<file path="src/hw/rtl/tcd_pkg.sv">
// Package: character codes, fixed-point constants, pipeline types and parser helpers.
package tcd_pkg;

    localparam int BUF_SIZE_DEF = 64;
    localparam logic [2:0] FRAC_DIGITS = 3'd5;

    localparam int INT_W  = 16;
    localparam int FRAC_W = 17;
    localparam int DIG_W  = 3;
    localparam int X_W    = 28;
    localparam int M_W    = 29;
    localparam int PROD_W = X_W + M_W;
    localparam int SH_W   = 6;
    localparam int Q_W    = 32;

    localparam logic [7:0] CH_NUL   = 8'h00;
    localparam logic [7:0] CH_TAB   = 8'h09;
    localparam logic [7:0] CH_LF    = 8'h0A;
    localparam logic [7:0] CH_SPACE = 8'h20;
    localparam logic [7:0] CH_HASH  = 8'h23;
    localparam logic [7:0] CH_PLUS  = 8'h2B;
    localparam logic [7:0] CH_COMMA = 8'h2C;
    localparam logic [7:0] CH_MINUS = 8'h2D;
    localparam logic [7:0] CH_DOT   = 8'h2E;
    localparam logic [7:0] CH_0     = 8'h30;
    localparam logic [7:0] CH_9     = 8'h39;
    localparam logic [7:0] CH_A     = 8'h41;
    localparam logic [7:0] CH_F     = 8'h46;
    localparam logic [7:0] CH_G     = 8'h47;
    localparam logic [7:0] CH_H     = 8'h48;
    localparam logic [7:0] CH_I     = 8'h49;
    localparam logic [7:0] CH_J     = 8'h4A;
    localparam logic [7:0] CH_K     = 8'h4B;
    localparam logic [7:0] CH_L     = 8'h4C;
    localparam logic [7:0] CH_N     = 8'h4E;
    localparam logic [7:0] CH_O     = 8'h4F;
    localparam logic [7:0] CH_P     = 8'h50;
    localparam logic [7:0] CH_Q     = 8'h51;
    localparam logic [7:0] CH_R     = 8'h52;

    localparam logic [7:0] RESET_WORD [5] = '{8'h72, 8'h65, 8'h73, 8'h65, 8'h74};
    localparam logic [2:0] RST_LAST = 3'd4;

    localparam logic signed [Q_W-1:0] Q_H_LOW  = 32'sd6553;
    localparam logic signed [Q_W-1:0] Q_H_HIGH = 32'sd196608;
    localparam logic signed [Q_W-1:0] Q_O_HIGH = 32'sd1310720;
    localparam logic signed [Q_W-1:0] Q_P_HIGH = 32'sd524288;
    localparam logic signed [INT_W-1:0] IV_G_LOW  = 16'sd1;
    localparam logic signed [INT_W-1:0] IV_G_HIGH = 16'sd3;

    typedef enum logic [1:0] {
        PH_SIGN = 2'd0,
        PH_INT  = 2'd1,
        PH_FRAC = 2'd2,
        PH_DONE = 2'd3
    } t_phase;

    typedef enum logic {
        KIND_FRAME = 1'b0,
        KIND_RESET = 1'b1
    } t_kind;

    typedef struct packed {
        t_phase             phase;
        logic               neg;
        logic [INT_W-1:0]   int_acc;
        logic [FRAC_W-1:0]  frac_acc;
        logic [DIG_W-1:0]   digs;
    } t_num;

    typedef struct packed {
        t_kind              kind;
        logic [7:0]         letter;
        logic               comma;
        t_num [1:0]         num;
    } t_snap;

    typedef struct packed {
        t_kind                      kind;
        logic [7:0]                 letter;
        logic                       comma;
        logic [1:0]                 neg;
        logic [1:0][INT_W-1:0]      int_acc;
        logic [1:0][DIG_W-1:0]      digs;
        logic [1:0][PROD_W-1:0]     prod;
    } t_prod;

    typedef struct packed {
        t_kind                      kind;
        logic [7:0]                 letter;
        logic                       comma;
        logic signed [Q_W-1:0]      q0;
        logic signed [Q_W-1:0]      q1;
        logic signed [INT_W-1:0]    iv;
    } t_qval;

    // reciprocal of 5^d scaled by 2^shift(d), rounded up
    function automatic logic [M_W-1:0] recip(input logic [DIG_W-1:0] d);
        logic [M_W-1:0] m;
        case (d)
            3'd1:    m = 29'd419431;
            3'd2:    m = 29'd2684355;
            3'd3:    m = 29'd8589935;
            3'd4:    m = 29'd54975582;
            3'd5:    m = 29'd351843721;
            default: m = '0;
        endcase
        return m;
    endfunction

    function automatic logic [SH_W-1:0] recip_shift(input logic [DIG_W-1:0] d);
        logic [SH_W-1:0] s;
        case (d)
            3'd1:    s = 6'd21;
            3'd2:    s = 6'd26;
            3'd3:    s = 6'd30;
            3'd4:    s = 6'd35;
            3'd5:    s = 6'd40;
            default: s = '0;
        endcase
        return s;
    endfunction

    function automatic logic is_digit(input logic [7:0] c);
        return (c >= CH_0) && (c <= CH_9);
    endfunction

    function automatic logic is_plain_letter(input logic [7:0] c);
        return c inside {[CH_A:CH_F], CH_I, [CH_L:CH_N], CH_Q, CH_R};
    endfunction

    function automatic logic [INT_W-1:0] add_int_digit(input logic [INT_W-1:0] acc,
                                                       input logic [3:0] dig);
        logic [19:0] v;
        v = {4'b0, acc} * 20'd10 + {16'b0, dig};
        return (v > 20'd65535) ? 16'hFFFF : v[INT_W-1:0];
    endfunction

    function automatic t_num feed_num(input t_num cur, input logic [7:0] c);
        t_num nxt;
        logic dig;
        nxt = cur;
        dig = is_digit(c);
        case (cur.phase)
            PH_SIGN: begin
                if (c == CH_SPACE || c == CH_TAB) begin
                    nxt.phase = PH_SIGN;
                end else if (c == CH_MINUS) begin
                    nxt.neg   = 1'b1;
                    nxt.phase = PH_INT;
                end else if (c == CH_PLUS) begin
                    nxt.phase = PH_INT;
                end else if (dig) begin
                    nxt.int_acc = add_int_digit(cur.int_acc, c[3:0]);
                    nxt.phase   = PH_INT;
                end else if (c == CH_DOT) begin
                    nxt.phase = PH_FRAC;
                end else begin
                    nxt.phase = PH_DONE;
                end
            end
            PH_INT: begin
                if (dig) begin
                    nxt.int_acc = add_int_digit(cur.int_acc, c[3:0]);
                end else if (c == CH_DOT) begin
                    nxt.phase = PH_FRAC;
                end else begin
                    nxt.phase = PH_DONE;
                end
            end
            PH_FRAC: begin
                if (dig) begin
                    if (cur.digs < FRAC_DIGITS) begin
                        nxt.frac_acc = cur.frac_acc * 17'd10 + {13'b0, c[3:0]};
                        nxt.digs     = cur.digs + 3'd1;
                    end
                end else begin
                    nxt.phase = PH_DONE;
                end
            end
            default: begin
                nxt.phase = PH_DONE;
            end
        endcase
        return nxt;
    endfunction

endpackage

</file>
<file path="src/hw/rtl/tcd_byte_if.sv">
// Interface: received byte channel.
interface tcd_byte_if;
    logic       valid;
    logic       ready;
    logic [7:0] byte_in;

    modport source (output valid, output byte_in, input ready);
    modport sink   (input valid, input byte_in, output ready);
endinterface

</file>
<file path="src/hw/rtl/tcd_result_if.sv">
// Interface: decoded result channel.
interface tcd_result_if;
    import tcd_pkg::*;

    logic                       valid;
    logic                       ready;
    logic                       result_kind;
    logic [7:0]                 command_letter;
    logic                       has_pair;
    logic signed [Q_W-1:0]      first_value;
    logic signed [Q_W-1:0]      second_value;
    logic signed [INT_W-1:0]    integer_value;
    logic                       accepted;

    modport source (output valid, output result_kind, output command_letter,
                    output has_pair, output first_value, output second_value,
                    output integer_value, output accepted, input ready);
    modport sink   (input valid, input result_kind, input command_letter,
                    input has_pair, input first_value, input second_value,
                    input integer_value, input accepted, output ready);
endinterface

</file>
<file path="src/hw/rtl/text_tuning_command_decoder.sv">
// Top level: text tuning command decoder, byte parser and four-stage result pipeline.
//
//  channel    dir  payload
//  i_byte     in   byte_in (8)
//  o_result   out  result_kind, command_letter, has_pair, first_value,
//                  second_value, integer_value, accepted
//
// One byte is taken every cycle while i_byte.ready is high; the parser state updates in the accept cycle.
// A result passes from the byte that causes it through the snapshot register, the fraction
// scaling multiplier and its shift and saturate stage into the check stage's output register.
// Reset clears parser, matcher and pipeline valid bits; nothing else needs it.
// A stalled output holds; input keeps flowing while an empty pipeline stage remains.
module text_tuning_command_decoder #(
    parameter int BUF_SIZE = tcd_pkg::BUF_SIZE_DEF
) (
    input  logic           i_clk,
    input  logic           i_rst_n,
    tcd_byte_if.sink       i_byte,
    tcd_result_if.source   o_result
);
    import tcd_pkg::*;

    localparam int CNT_W = $clog2(BUF_SIZE);
    localparam logic [CNT_W-1:0] CNT_LAST = CNT_W'(BUF_SIZE - 1);
    localparam logic [CNT_W-1:0] IDX_LETTER = CNT_W'(1);
    localparam logic [CNT_W-1:0] IDX_FIRST  = CNT_W'(2);

    logic             r_in_frame, n_in_frame;
    logic [CNT_W-1:0] r_count, n_count;
    logic [7:0]       r_letter, n_letter;
    logic             r_text_ended, n_text_ended;
    logic             r_comma, n_comma;
    t_num             r_num [2];
    t_num             n_num [2];
    logic [2:0]       r_rst_cnt, n_rst_cnt;
    logic             r_rst_ok, n_rst_ok;

    logic             rst_hit, emit_frame, acc;
    logic             rdy1, rdy2, rdy3, rdy4;
    logic [7:0]       c;

    logic             r_v1, r_v2, r_v3, r_v4;
    t_snap            r_s1, n_s1;
    t_prod            r_s2, n_s2;
    t_qval            r_s3, n_s3;
    t_qval            r_s4;
    logic             r_acc4, n_acc4;

    assign c    = i_byte.byte_in;
    assign rdy4 = !r_v4 || o_result.ready;
    assign rdy3 = !r_v3 || rdy4;
    assign rdy2 = !r_v2 || rdy3;
    assign rdy1 = !r_v1 || rdy2;
    assign i_byte.ready = rdy1;
    assign acc  = i_byte.valid && rdy1;

    always_comb begin
        logic ok_t;
        n_rst_cnt = r_rst_cnt;
        n_rst_ok  = r_rst_ok;
        rst_hit   = 1'b0;
        ok_t      = 1'b0;
        if (r_rst_cnt == 3'd0) begin
            if (c == RESET_WORD[0]) begin
                n_rst_cnt = 3'd1;
                n_rst_ok  = 1'b1;
            end
        end else begin
            ok_t = r_rst_ok && (c == RESET_WORD[r_rst_cnt]);
            if (r_rst_cnt == RST_LAST) begin
                n_rst_cnt = 3'd0;
                n_rst_ok  = 1'b0;
                rst_hit   = ok_t;
            end else begin
                n_rst_cnt = r_rst_cnt + 3'd1;
                n_rst_ok  = ok_t;
            end
        end
    end

    always_comb begin
        n_in_frame   = r_in_frame;
        n_count      = r_count;
        n_letter     = r_letter;
        n_text_ended = r_text_ended;
        n_comma      = r_comma;
        n_num[0]     = r_num[0];
        n_num[1]     = r_num[1];
        emit_frame   = (c == CH_LF) && r_in_frame;
        if (c == CH_LF || c == CH_HASH) begin
            n_in_frame   = (c == CH_HASH);
            n_count      = (c == CH_HASH) ? IDX_LETTER : '0;
            n_letter     = '0;
            n_text_ended = 1'b0;
            n_comma      = 1'b0;
            n_num[0]     = '0;
            n_num[1]     = '0;
        end else if (r_in_frame && r_count < CNT_LAST) begin
            n_count = r_count + IDX_LETTER;
            if (!r_text_ended) begin
                if (c == CH_NUL) begin
                    n_text_ended = 1'b1;
                end else begin
                    if (r_count == IDX_LETTER) begin
                        n_letter = c;
                    end
                    if (r_comma) begin
                        n_num[1] = feed_num(r_num[1], c);
                    end
                    if (r_count >= IDX_FIRST) begin
                        n_num[0] = feed_num(r_num[0], c);
                    end
                    if (c == CH_COMMA) begin
                        n_comma = 1'b1;
                    end
                end
            end
        end
    end

    always_comb begin
        n_s1 = '0;
        if (emit_frame) begin
            n_s1.kind   = KIND_FRAME;
            n_s1.letter = r_letter;
            n_s1.comma  = r_comma;
            n_s1.num[0] = r_num[0];
            n_s1.num[1] = r_num[1];
        end else begin
            n_s1.kind = KIND_RESET;
        end
    end

    always_comb begin
        logic [32:0]    xw;
        logic [X_W-1:0] x;
        n_s2.kind   = r_s1.kind;
        n_s2.letter = r_s1.letter;
        n_s2.comma  = r_s1.comma;
        xw = '0;
        x  = '0;
        for (int k = 0; k < 2; k++) begin
            n_s2.neg[k]     = r_s1.num[k].neg;
            n_s2.int_acc[k] = r_s1.num[k].int_acc;
            n_s2.digs[k]    = r_s1.num[k].digs;
            xw = {16'b0, r_s1.num[k].frac_acc} << (5'd16 - {2'b0, r_s1.num[k].digs});
            x  = xw[X_W-1:0];
            n_s2.prod[k] = {{M_W{1'b0}}, x} * {{X_W{1'b0}}, recip(r_s1.num[k].digs)};
        end
    end

    always_comb begin
        logic [PROD_W-1:0]      sh;
        logic [Q_W-1:0]         mag;
        logic [Q_W-1:0]         q [2];
        logic [INT_W-1:0]       m;
        sh = '0;
        mag = '0;
        for (int k = 0; k < 2; k++) begin
            sh  = r_s2.prod[k] >> recip_shift(r_s2.digs[k]);
            mag = {r_s2.int_acc[k], sh[INT_W-1:0]};
            if (r_s2.neg[k]) begin
                q[k] = mag[Q_W-1] ? 32'h8000_0000 : (32'd0 - mag);
            end else begin
                q[k] = mag[Q_W-1] ? 32'h7FFF_FFFF : mag;
            end
        end
        m = r_s2.int_acc[0];
        n_s3.kind   = r_s2.kind;
        n_s3.letter = r_s2.letter;
        n_s3.comma  = r_s2.comma;
        n_s3.q0     = q[0];
        n_s3.q1     = q[1];
        if (r_s2.neg[0]) begin
            n_s3.iv = (m > 16'd32768) ? 16'h8000 : (16'd0 - m);
        end else begin
            n_s3.iv = (m > 16'd32767) ? 16'h7FFF : m;
        end
    end

    always_comb begin
        n_acc4 = 1'b0;
        if (r_s3.comma) begin
            n_acc4 = (r_s3.letter == CH_J) || (r_s3.letter == CH_K);
        end else if (is_plain_letter(r_s3.letter)) begin
            n_acc4 = 1'b1;
        end else begin
            case (r_s3.letter)
                CH_G:    n_acc4 = (r_s3.iv >= IV_G_LOW) && (r_s3.iv <= IV_G_HIGH);
                CH_H:    n_acc4 = (r_s3.q0 > Q_H_LOW) && (r_s3.q0 < Q_H_HIGH);
                CH_O:    n_acc4 = (r_s3.q0 >= 32'sd0) && (r_s3.q0 <= Q_O_HIGH);
                CH_P:    n_acc4 = (r_s3.q0 >= 32'sd0) && (r_s3.q0 <= Q_P_HIGH);
                default: n_acc4 = 1'b0;
            endcase
        end
    end

    always_ff @(posedge i_clk) begin
        if (!i_rst_n) begin
            r_in_frame   <= 1'b0;
            r_count      <= '0;
            r_letter     <= '0;
            r_text_ended <= 1'b0;
            r_comma      <= 1'b0;
            r_num[0]     <= '0;
            r_num[1]     <= '0;
            r_rst_cnt    <= '0;
            r_rst_ok     <= 1'b0;
        end else if (acc) begin
            r_in_frame   <= n_in_frame;
            r_count      <= n_count;
            r_letter     <= n_letter;
            r_text_ended <= n_text_ended;
            r_comma      <= n_comma;
            r_num[0]     <= n_num[0];
            r_num[1]     <= n_num[1];
            r_rst_cnt    <= n_rst_cnt;
            r_rst_ok     <= n_rst_ok;
        end
    end

    always_ff @(posedge i_clk) begin
        if (!i_rst_n) begin
            r_v1 <= 1'b0;
            r_v2 <= 1'b0;
            r_v3 <= 1'b0;
            r_v4 <= 1'b0;
        end else begin
            if (rdy1) begin
                r_v1 <= acc && (emit_frame || rst_hit);
            end
            if (rdy2) begin
                r_v2 <= r_v1;
            end
            if (rdy3) begin
                r_v3 <= r_v2;
            end
            if (rdy4) begin
                r_v4 <= r_v3;
            end
        end
    end

    always_ff @(posedge i_clk) begin
        if (rdy1) begin
            r_s1 <= n_s1;
        end
        if (rdy2) begin
            r_s2 <= n_s2;
        end
        if (rdy3) begin
            r_s3 <= n_s3;
        end
        if (rdy4) begin
            r_s4   <= r_s3;
            r_acc4 <= n_acc4;
        end
    end

    assign o_result.valid          = r_v4;
    assign o_result.result_kind    = r_s4.kind;
    assign o_result.command_letter = r_s4.letter;
    assign o_result.has_pair       = r_s4.comma;
    assign o_result.first_value    = r_s4.q0;
    assign o_result.second_value   = r_s4.q1;
    assign o_result.integer_value  = r_s4.iv;
    assign o_result.accepted       = r_acc4;

endmodule
</file>
<file path="src/flat_wrapper.sv">
// flat-port wrapper written by rule: the top's interface ports become plain ports
module text_tuning_command_decoder_flat import tcd_pkg::*;
#(
    parameter int BUF_SIZE = tcd_pkg::BUF_SIZE_DEF
)
  (i_clk, i_rst_n, i_byte_valid, i_byte_byte_in, i_byte_ready, o_result_valid, o_result_result_kind, o_result_command_letter, o_result_has_pair, o_result_first_value, o_result_second_value, o_result_integer_value, o_result_accepted, o_result_ready);
  tcd_byte_if i_byte_i ();
  tcd_result_if o_result_i ();
  input  logic i_clk;
  input  logic i_rst_n;
  input wire logic [$bits(i_byte_i.valid)-1:0] i_byte_valid;
  input wire logic [$bits(i_byte_i.byte_in)-1:0] i_byte_byte_in;
  output wire logic [$bits(i_byte_i.ready)-1:0] i_byte_ready;
  output wire logic [$bits(o_result_i.valid)-1:0] o_result_valid;
  output wire logic [$bits(o_result_i.result_kind)-1:0] o_result_result_kind;
  output wire logic [$bits(o_result_i.command_letter)-1:0] o_result_command_letter;
  output wire logic [$bits(o_result_i.has_pair)-1:0] o_result_has_pair;
  output wire logic [$bits(o_result_i.first_value)-1:0] o_result_first_value;
  output wire logic [$bits(o_result_i.second_value)-1:0] o_result_second_value;
  output wire logic [$bits(o_result_i.integer_value)-1:0] o_result_integer_value;
  output wire logic [$bits(o_result_i.accepted)-1:0] o_result_accepted;
  input wire logic [$bits(o_result_i.ready)-1:0] o_result_ready;
  assign i_byte_i.valid = i_byte_valid;
  assign i_byte_i.byte_in = i_byte_byte_in;
  assign i_byte_ready = i_byte_i.ready;
  assign o_result_valid = o_result_i.valid;
  assign o_result_result_kind = o_result_i.result_kind;
  assign o_result_command_letter = o_result_i.command_letter;
  assign o_result_has_pair = o_result_i.has_pair;
  assign o_result_first_value = o_result_i.first_value;
  assign o_result_second_value = o_result_i.second_value;
  assign o_result_integer_value = o_result_i.integer_value;
  assign o_result_accepted = o_result_i.accepted;
  assign o_result_i.ready = o_result_ready;
  text_tuning_command_decoder #(.BUF_SIZE(BUF_SIZE)) u_core (.i_clk(i_clk), .i_rst_n(i_rst_n), .i_byte(i_byte_i), .o_result(o_result_i));
endmodule
</file>
<file path="config.mk">
export PLATFORM = sky130hd
export DESIGN_NAME = text_tuning_command_decoder_flat
export DESIGN_NICKNAME = d
export VERILOG_FILES = /design/src/hw/rtl/tcd_pkg.sv /design/src/hw/rtl/tcd_byte_if.sv /design/src/hw/rtl/tcd_result_if.sv /design/src/hw/rtl/text_tuning_command_decoder.sv /design/src/flat_wrapper.sv
export SDC_FILE = /design/constraint.sdc
export NUM_CORES = 2
export LEC_CHECK = 0
export BUFFER_PORTS_ARGS = -buffer_cell sky130_fd_sc_hd__buf_2
export CAP_MARGIN = 20
export CORE_UTILIZATION = 55
export DETAILED_ROUTE_END_ITERATION = 10
export HOLD_SLACK_MARGIN = 0.12
export PLACE_DENSITY = 0.8
export SETUP_SLACK_MARGIN = 0.5
export SLEW_MARGIN = 20
export SYNTH_ARGS = -nofsm -noshare
export SYNTH_HDL_FRONTEND = slang
export SYNTH_SLANG_ARGS = --single-unit
</file>
<file path="constraint.sdc">
create_clock -name i_clk -period 28 [get_ports i_clk]
set_input_delay 0 -clock i_clk [delete_from_list [all_inputs] [get_ports i_clk]]
set_output_delay 0 -clock i_clk [all_outputs]
set_load 0.05 [all_outputs]
</file>
==> impl_results.md <==
- Chip width: about 380 um
- Critical Path Start Type: flip-flop
- Clk_skew: roughly 0.025 ns
- DRC: 2
- Synth warn: 0
- H-tree Lvls: 2
- Hpwl dp: between 200000 and 250000 um
- RD Place Congestion: 1.08
- Vias/cell: approximately 5.9
- Net switching power: 0.000416 W
- Clock transition at path regs: about 0.060 ns
- Area Growth Syn to Fin: 5.88%
- CTS Buf Count: 51
- Final min period: between 10 and 15 ns
- RSZ-0062 raised after global routing: no
- Violated checks: DRC
- Commonest non-fill, non-tap cell in the layout: inv_1
- Worst-margin pin slew: 1.31 ns
- Core box area: 138000 um^2
- CP required: roughly 28 ns
- FF-to-FF Start: u_core.n_s2[117]
- Rows: 136
- Final Cycle Share: 42.6%
- Max_slew headroom: about an eighth
- Final Cell Area: between 80000 and 90000 um^2
- Final count of negative-setup-slack endpoints: 0
- Cts repair resizes: 0
- Mean Syn Cell Area: slightly below 10 um^2
- Asr flop ratio synth: 0%
- Clk network pwr share: 38.5%
- DR pass1 iterations: 9
- Clock Path Buffers: 3
- Post-Syn Area: approximately 77000 um^2
- CTS tree: built
- Worst Setup End Kind: flip-flop
- Sw frac: between 20% and 30%
- Crit path arrival time: ~12 ns
- WL final: approximately 250000 um
- Logic pwr share: between 10 and 15%
- F_max: ~84 MHz
- Port Buffer Count: approximately 100
- Status: finished with violations
- Gr usage total: 35.3%
- Leak: between 40 and 50 nW
- Pint: 0.00131 W
- Avg WL per Cell: around 25 um
- Setup TNS Final: 0 ns
- Clock latency on the worst-skew pair: approximately 0.60 ns
- First-pass GRT wire length: approximately 370000 um
- Die Span Y: approximately 380 um
- Cell mode on critical path: fa_1
- Crit. Startpoint: u_core.n_s2[117]
- Seq pwr share: around half
- Ports: 105
- Clock root buffer: clkbuf_16
- Library cells used by synthesis: around 110
- EDFF count, synth: 497
- Via total after detailed routing: slightly below 60000
- Max FO, Critical Path: 27
- Floorplan die area: 141000 um^2
- Final core utilization: 58.9%
- Post-Synthesis Cells: just under 8000
- MaxCap Viol Count: 0
- Register bit total from synthesis: between 500 and 600
- Final Max Slew Viols: 0
- Worst hold path class: input pin to flip-flop
- CP max stage delay: a little under 0.9 ns
- Slowest cell on the critical path: nor2_1
- Largest net degree at the start of global routing: 91
- Nets: between 9000 and 10000
- Register area share after synthesis: roughly a fifth
- Sink Count: roughly 520
- Max rail drop VDD: approximately 0.05 mV
- GRT overflow: 0
- Post-synth net total: around 9900
- Layout cells sized above 1: under 10%
- DR iter-0 viols: 7070
- Commonest cells after routing, fill and taps aside: inv_1 (1822), fa_1 (1344), nand2_1 (741)
- Starting Density: 55.6%
- Hold Vio Cnt, Final: 0
- Final ANT Viol Nets: 0
- Min-delay src: i_byte_byte_in[2]
- Power density over the cells: roughly 21 nW/um^2
- Synth Flop Type: edfxtp_1
- Setup CP Type: flip-flop to flip-flop
- Initial antenna violation count: 7
- Placed Area: between 70000 and 80000 um^2
- Vias in the first global route: 59100
## path summary, 6_finish.rpt
kind / endpoint / slack (ns) / cells past startpoint
min: u_core.r_comma / 0.18 / 7
max: u_core.r_s2[112] / 16.08 / 33
max reg2reg: u_core.r_s2[112] / 16.08 / 33
min reg2reg: u_core.n_s3[80] / 0.41 / 0
## logic make-up after synthesis
group | count (synthesis) | synth area share (%)
XOR/XNOR | 226 | 2.58
AO/OA/AOI/OAI | 890 | 7.73
adder cells (fa/ha/maj) | 1944 | 44.8
multiplexers | 129 | 2.08
flip-flops | 522 | 20.1
AND/OR/NAND/NOR | 2086 | 12.3
buffers and inverters | 2107 | 10.4
## per-stage QoR
stage	setup slack [ns]	hold WS [ns]	instances	total power (W)
floorplan	18.33	0.166	7904	0.00103
detailed placement	16.44	0.390	9696	0.00107
CTS	16.38	0.153	9804	0.00174
global placement	16.73	0.370	9695	0.00107
finish	16.08	0.181	9806	0.00173
global route	15.55	0.223	9805	0.00179
## registers in the layout, indices dropped and copies added (netlist names), 3 cells and up
register,cells
u_core.r_s3,90
u_core.r_count,6
u_core.r_num,78
u_core.r_letter,8
u_core.r_s2,144
u_core.r_rst_cnt,3
u_core.o_result.second_value,32
u_core.n_s3,10
u_core.n_s2,50
u_core.r_s1,34
u_core.o_result.first_value,32
u_core.o_result.integer_value,16
u_core.o_result.command_letter,8
## area by class of cell
cell class                      count  area [um^2]
Clock buffer                       62         1360
Clock inverter                     32          269
Tap cell                         1863         2330
Sequential cell                   522        15400
Fill cell                       11800        56700
Timing Repair Buffer              226         1490
Inverter                         1825         6860
Multi-Input combinational cell   5275        53500
Antenna cell                        1         2.50
## synth_stat cells (72+ instances only)
master | number | area (um^2)
clkbuf_1 | 235 | 882
nor3_1 | 78 | 390
and2_1 | 85 | 532
nor2b_1 | 74 | 463
fa_1 | 1344 | 26900
nor2_1 | 705 | 2650
xnor2_1 | 113 | 990
a21o_1 | 72 | 541
xor2_1 | 113 | 990
a21oi_1 | 244 | 1220
ha_1 | 600 | 7510
mux2i_1 | 75 | 751
inv_1 | 1824 | 6850
edfxtp_1 | 497 | 14900
and3_1 | 107 | 669
o21ai_0 | 178 | 891
nand2_1 | 743 | 2790
## power by group through the flow
stage | clock network (W) | registers (W) | logic, W
final | 0.000666 | 0.000870 | 0.000193
after global routing | 0.000707 | 0.000870 | 0.000217
after CTS | 0.000678 | 0.000869 | 0.000192
after detailed placement | 0 | 0.000886 | 0.000189
after global placement | 0 | 0.000886 | 0.000181
after floorplan | 0 | 0.000881 | 0.000152
## repair_timing
action,in CTS,in global routing
endpoints found under the hold margin,33,0
setup buffers,0,0
hold buffers,14,0
## worst max-delay path: cells and delay by family, from the launching register on
kind / cells / cell delay, ns
buffers and inverters: 7 / 1.40
AND/OR/NAND/NOR: 8 / 2.51
adder cells (fa/ha/maj): 9 / 4.75
AO/OA/AOI/OAI: 7 / 2.27
multiplexers: 1 / 0.30
XOR/XNOR: 1 / 0.08
flip-flops: 1 / 0.32
## metal layers
layer  up-vias  track usage (%)  share of wire, %
li1      24900                -                 -
met3       607             9.07                12
met1     29000             50.5                41
met5         -                0            0.0093
met2      3267             51.6                42
met4         4             13.3               4.5
Note: power is estimated with default switching activity, not from simulation.
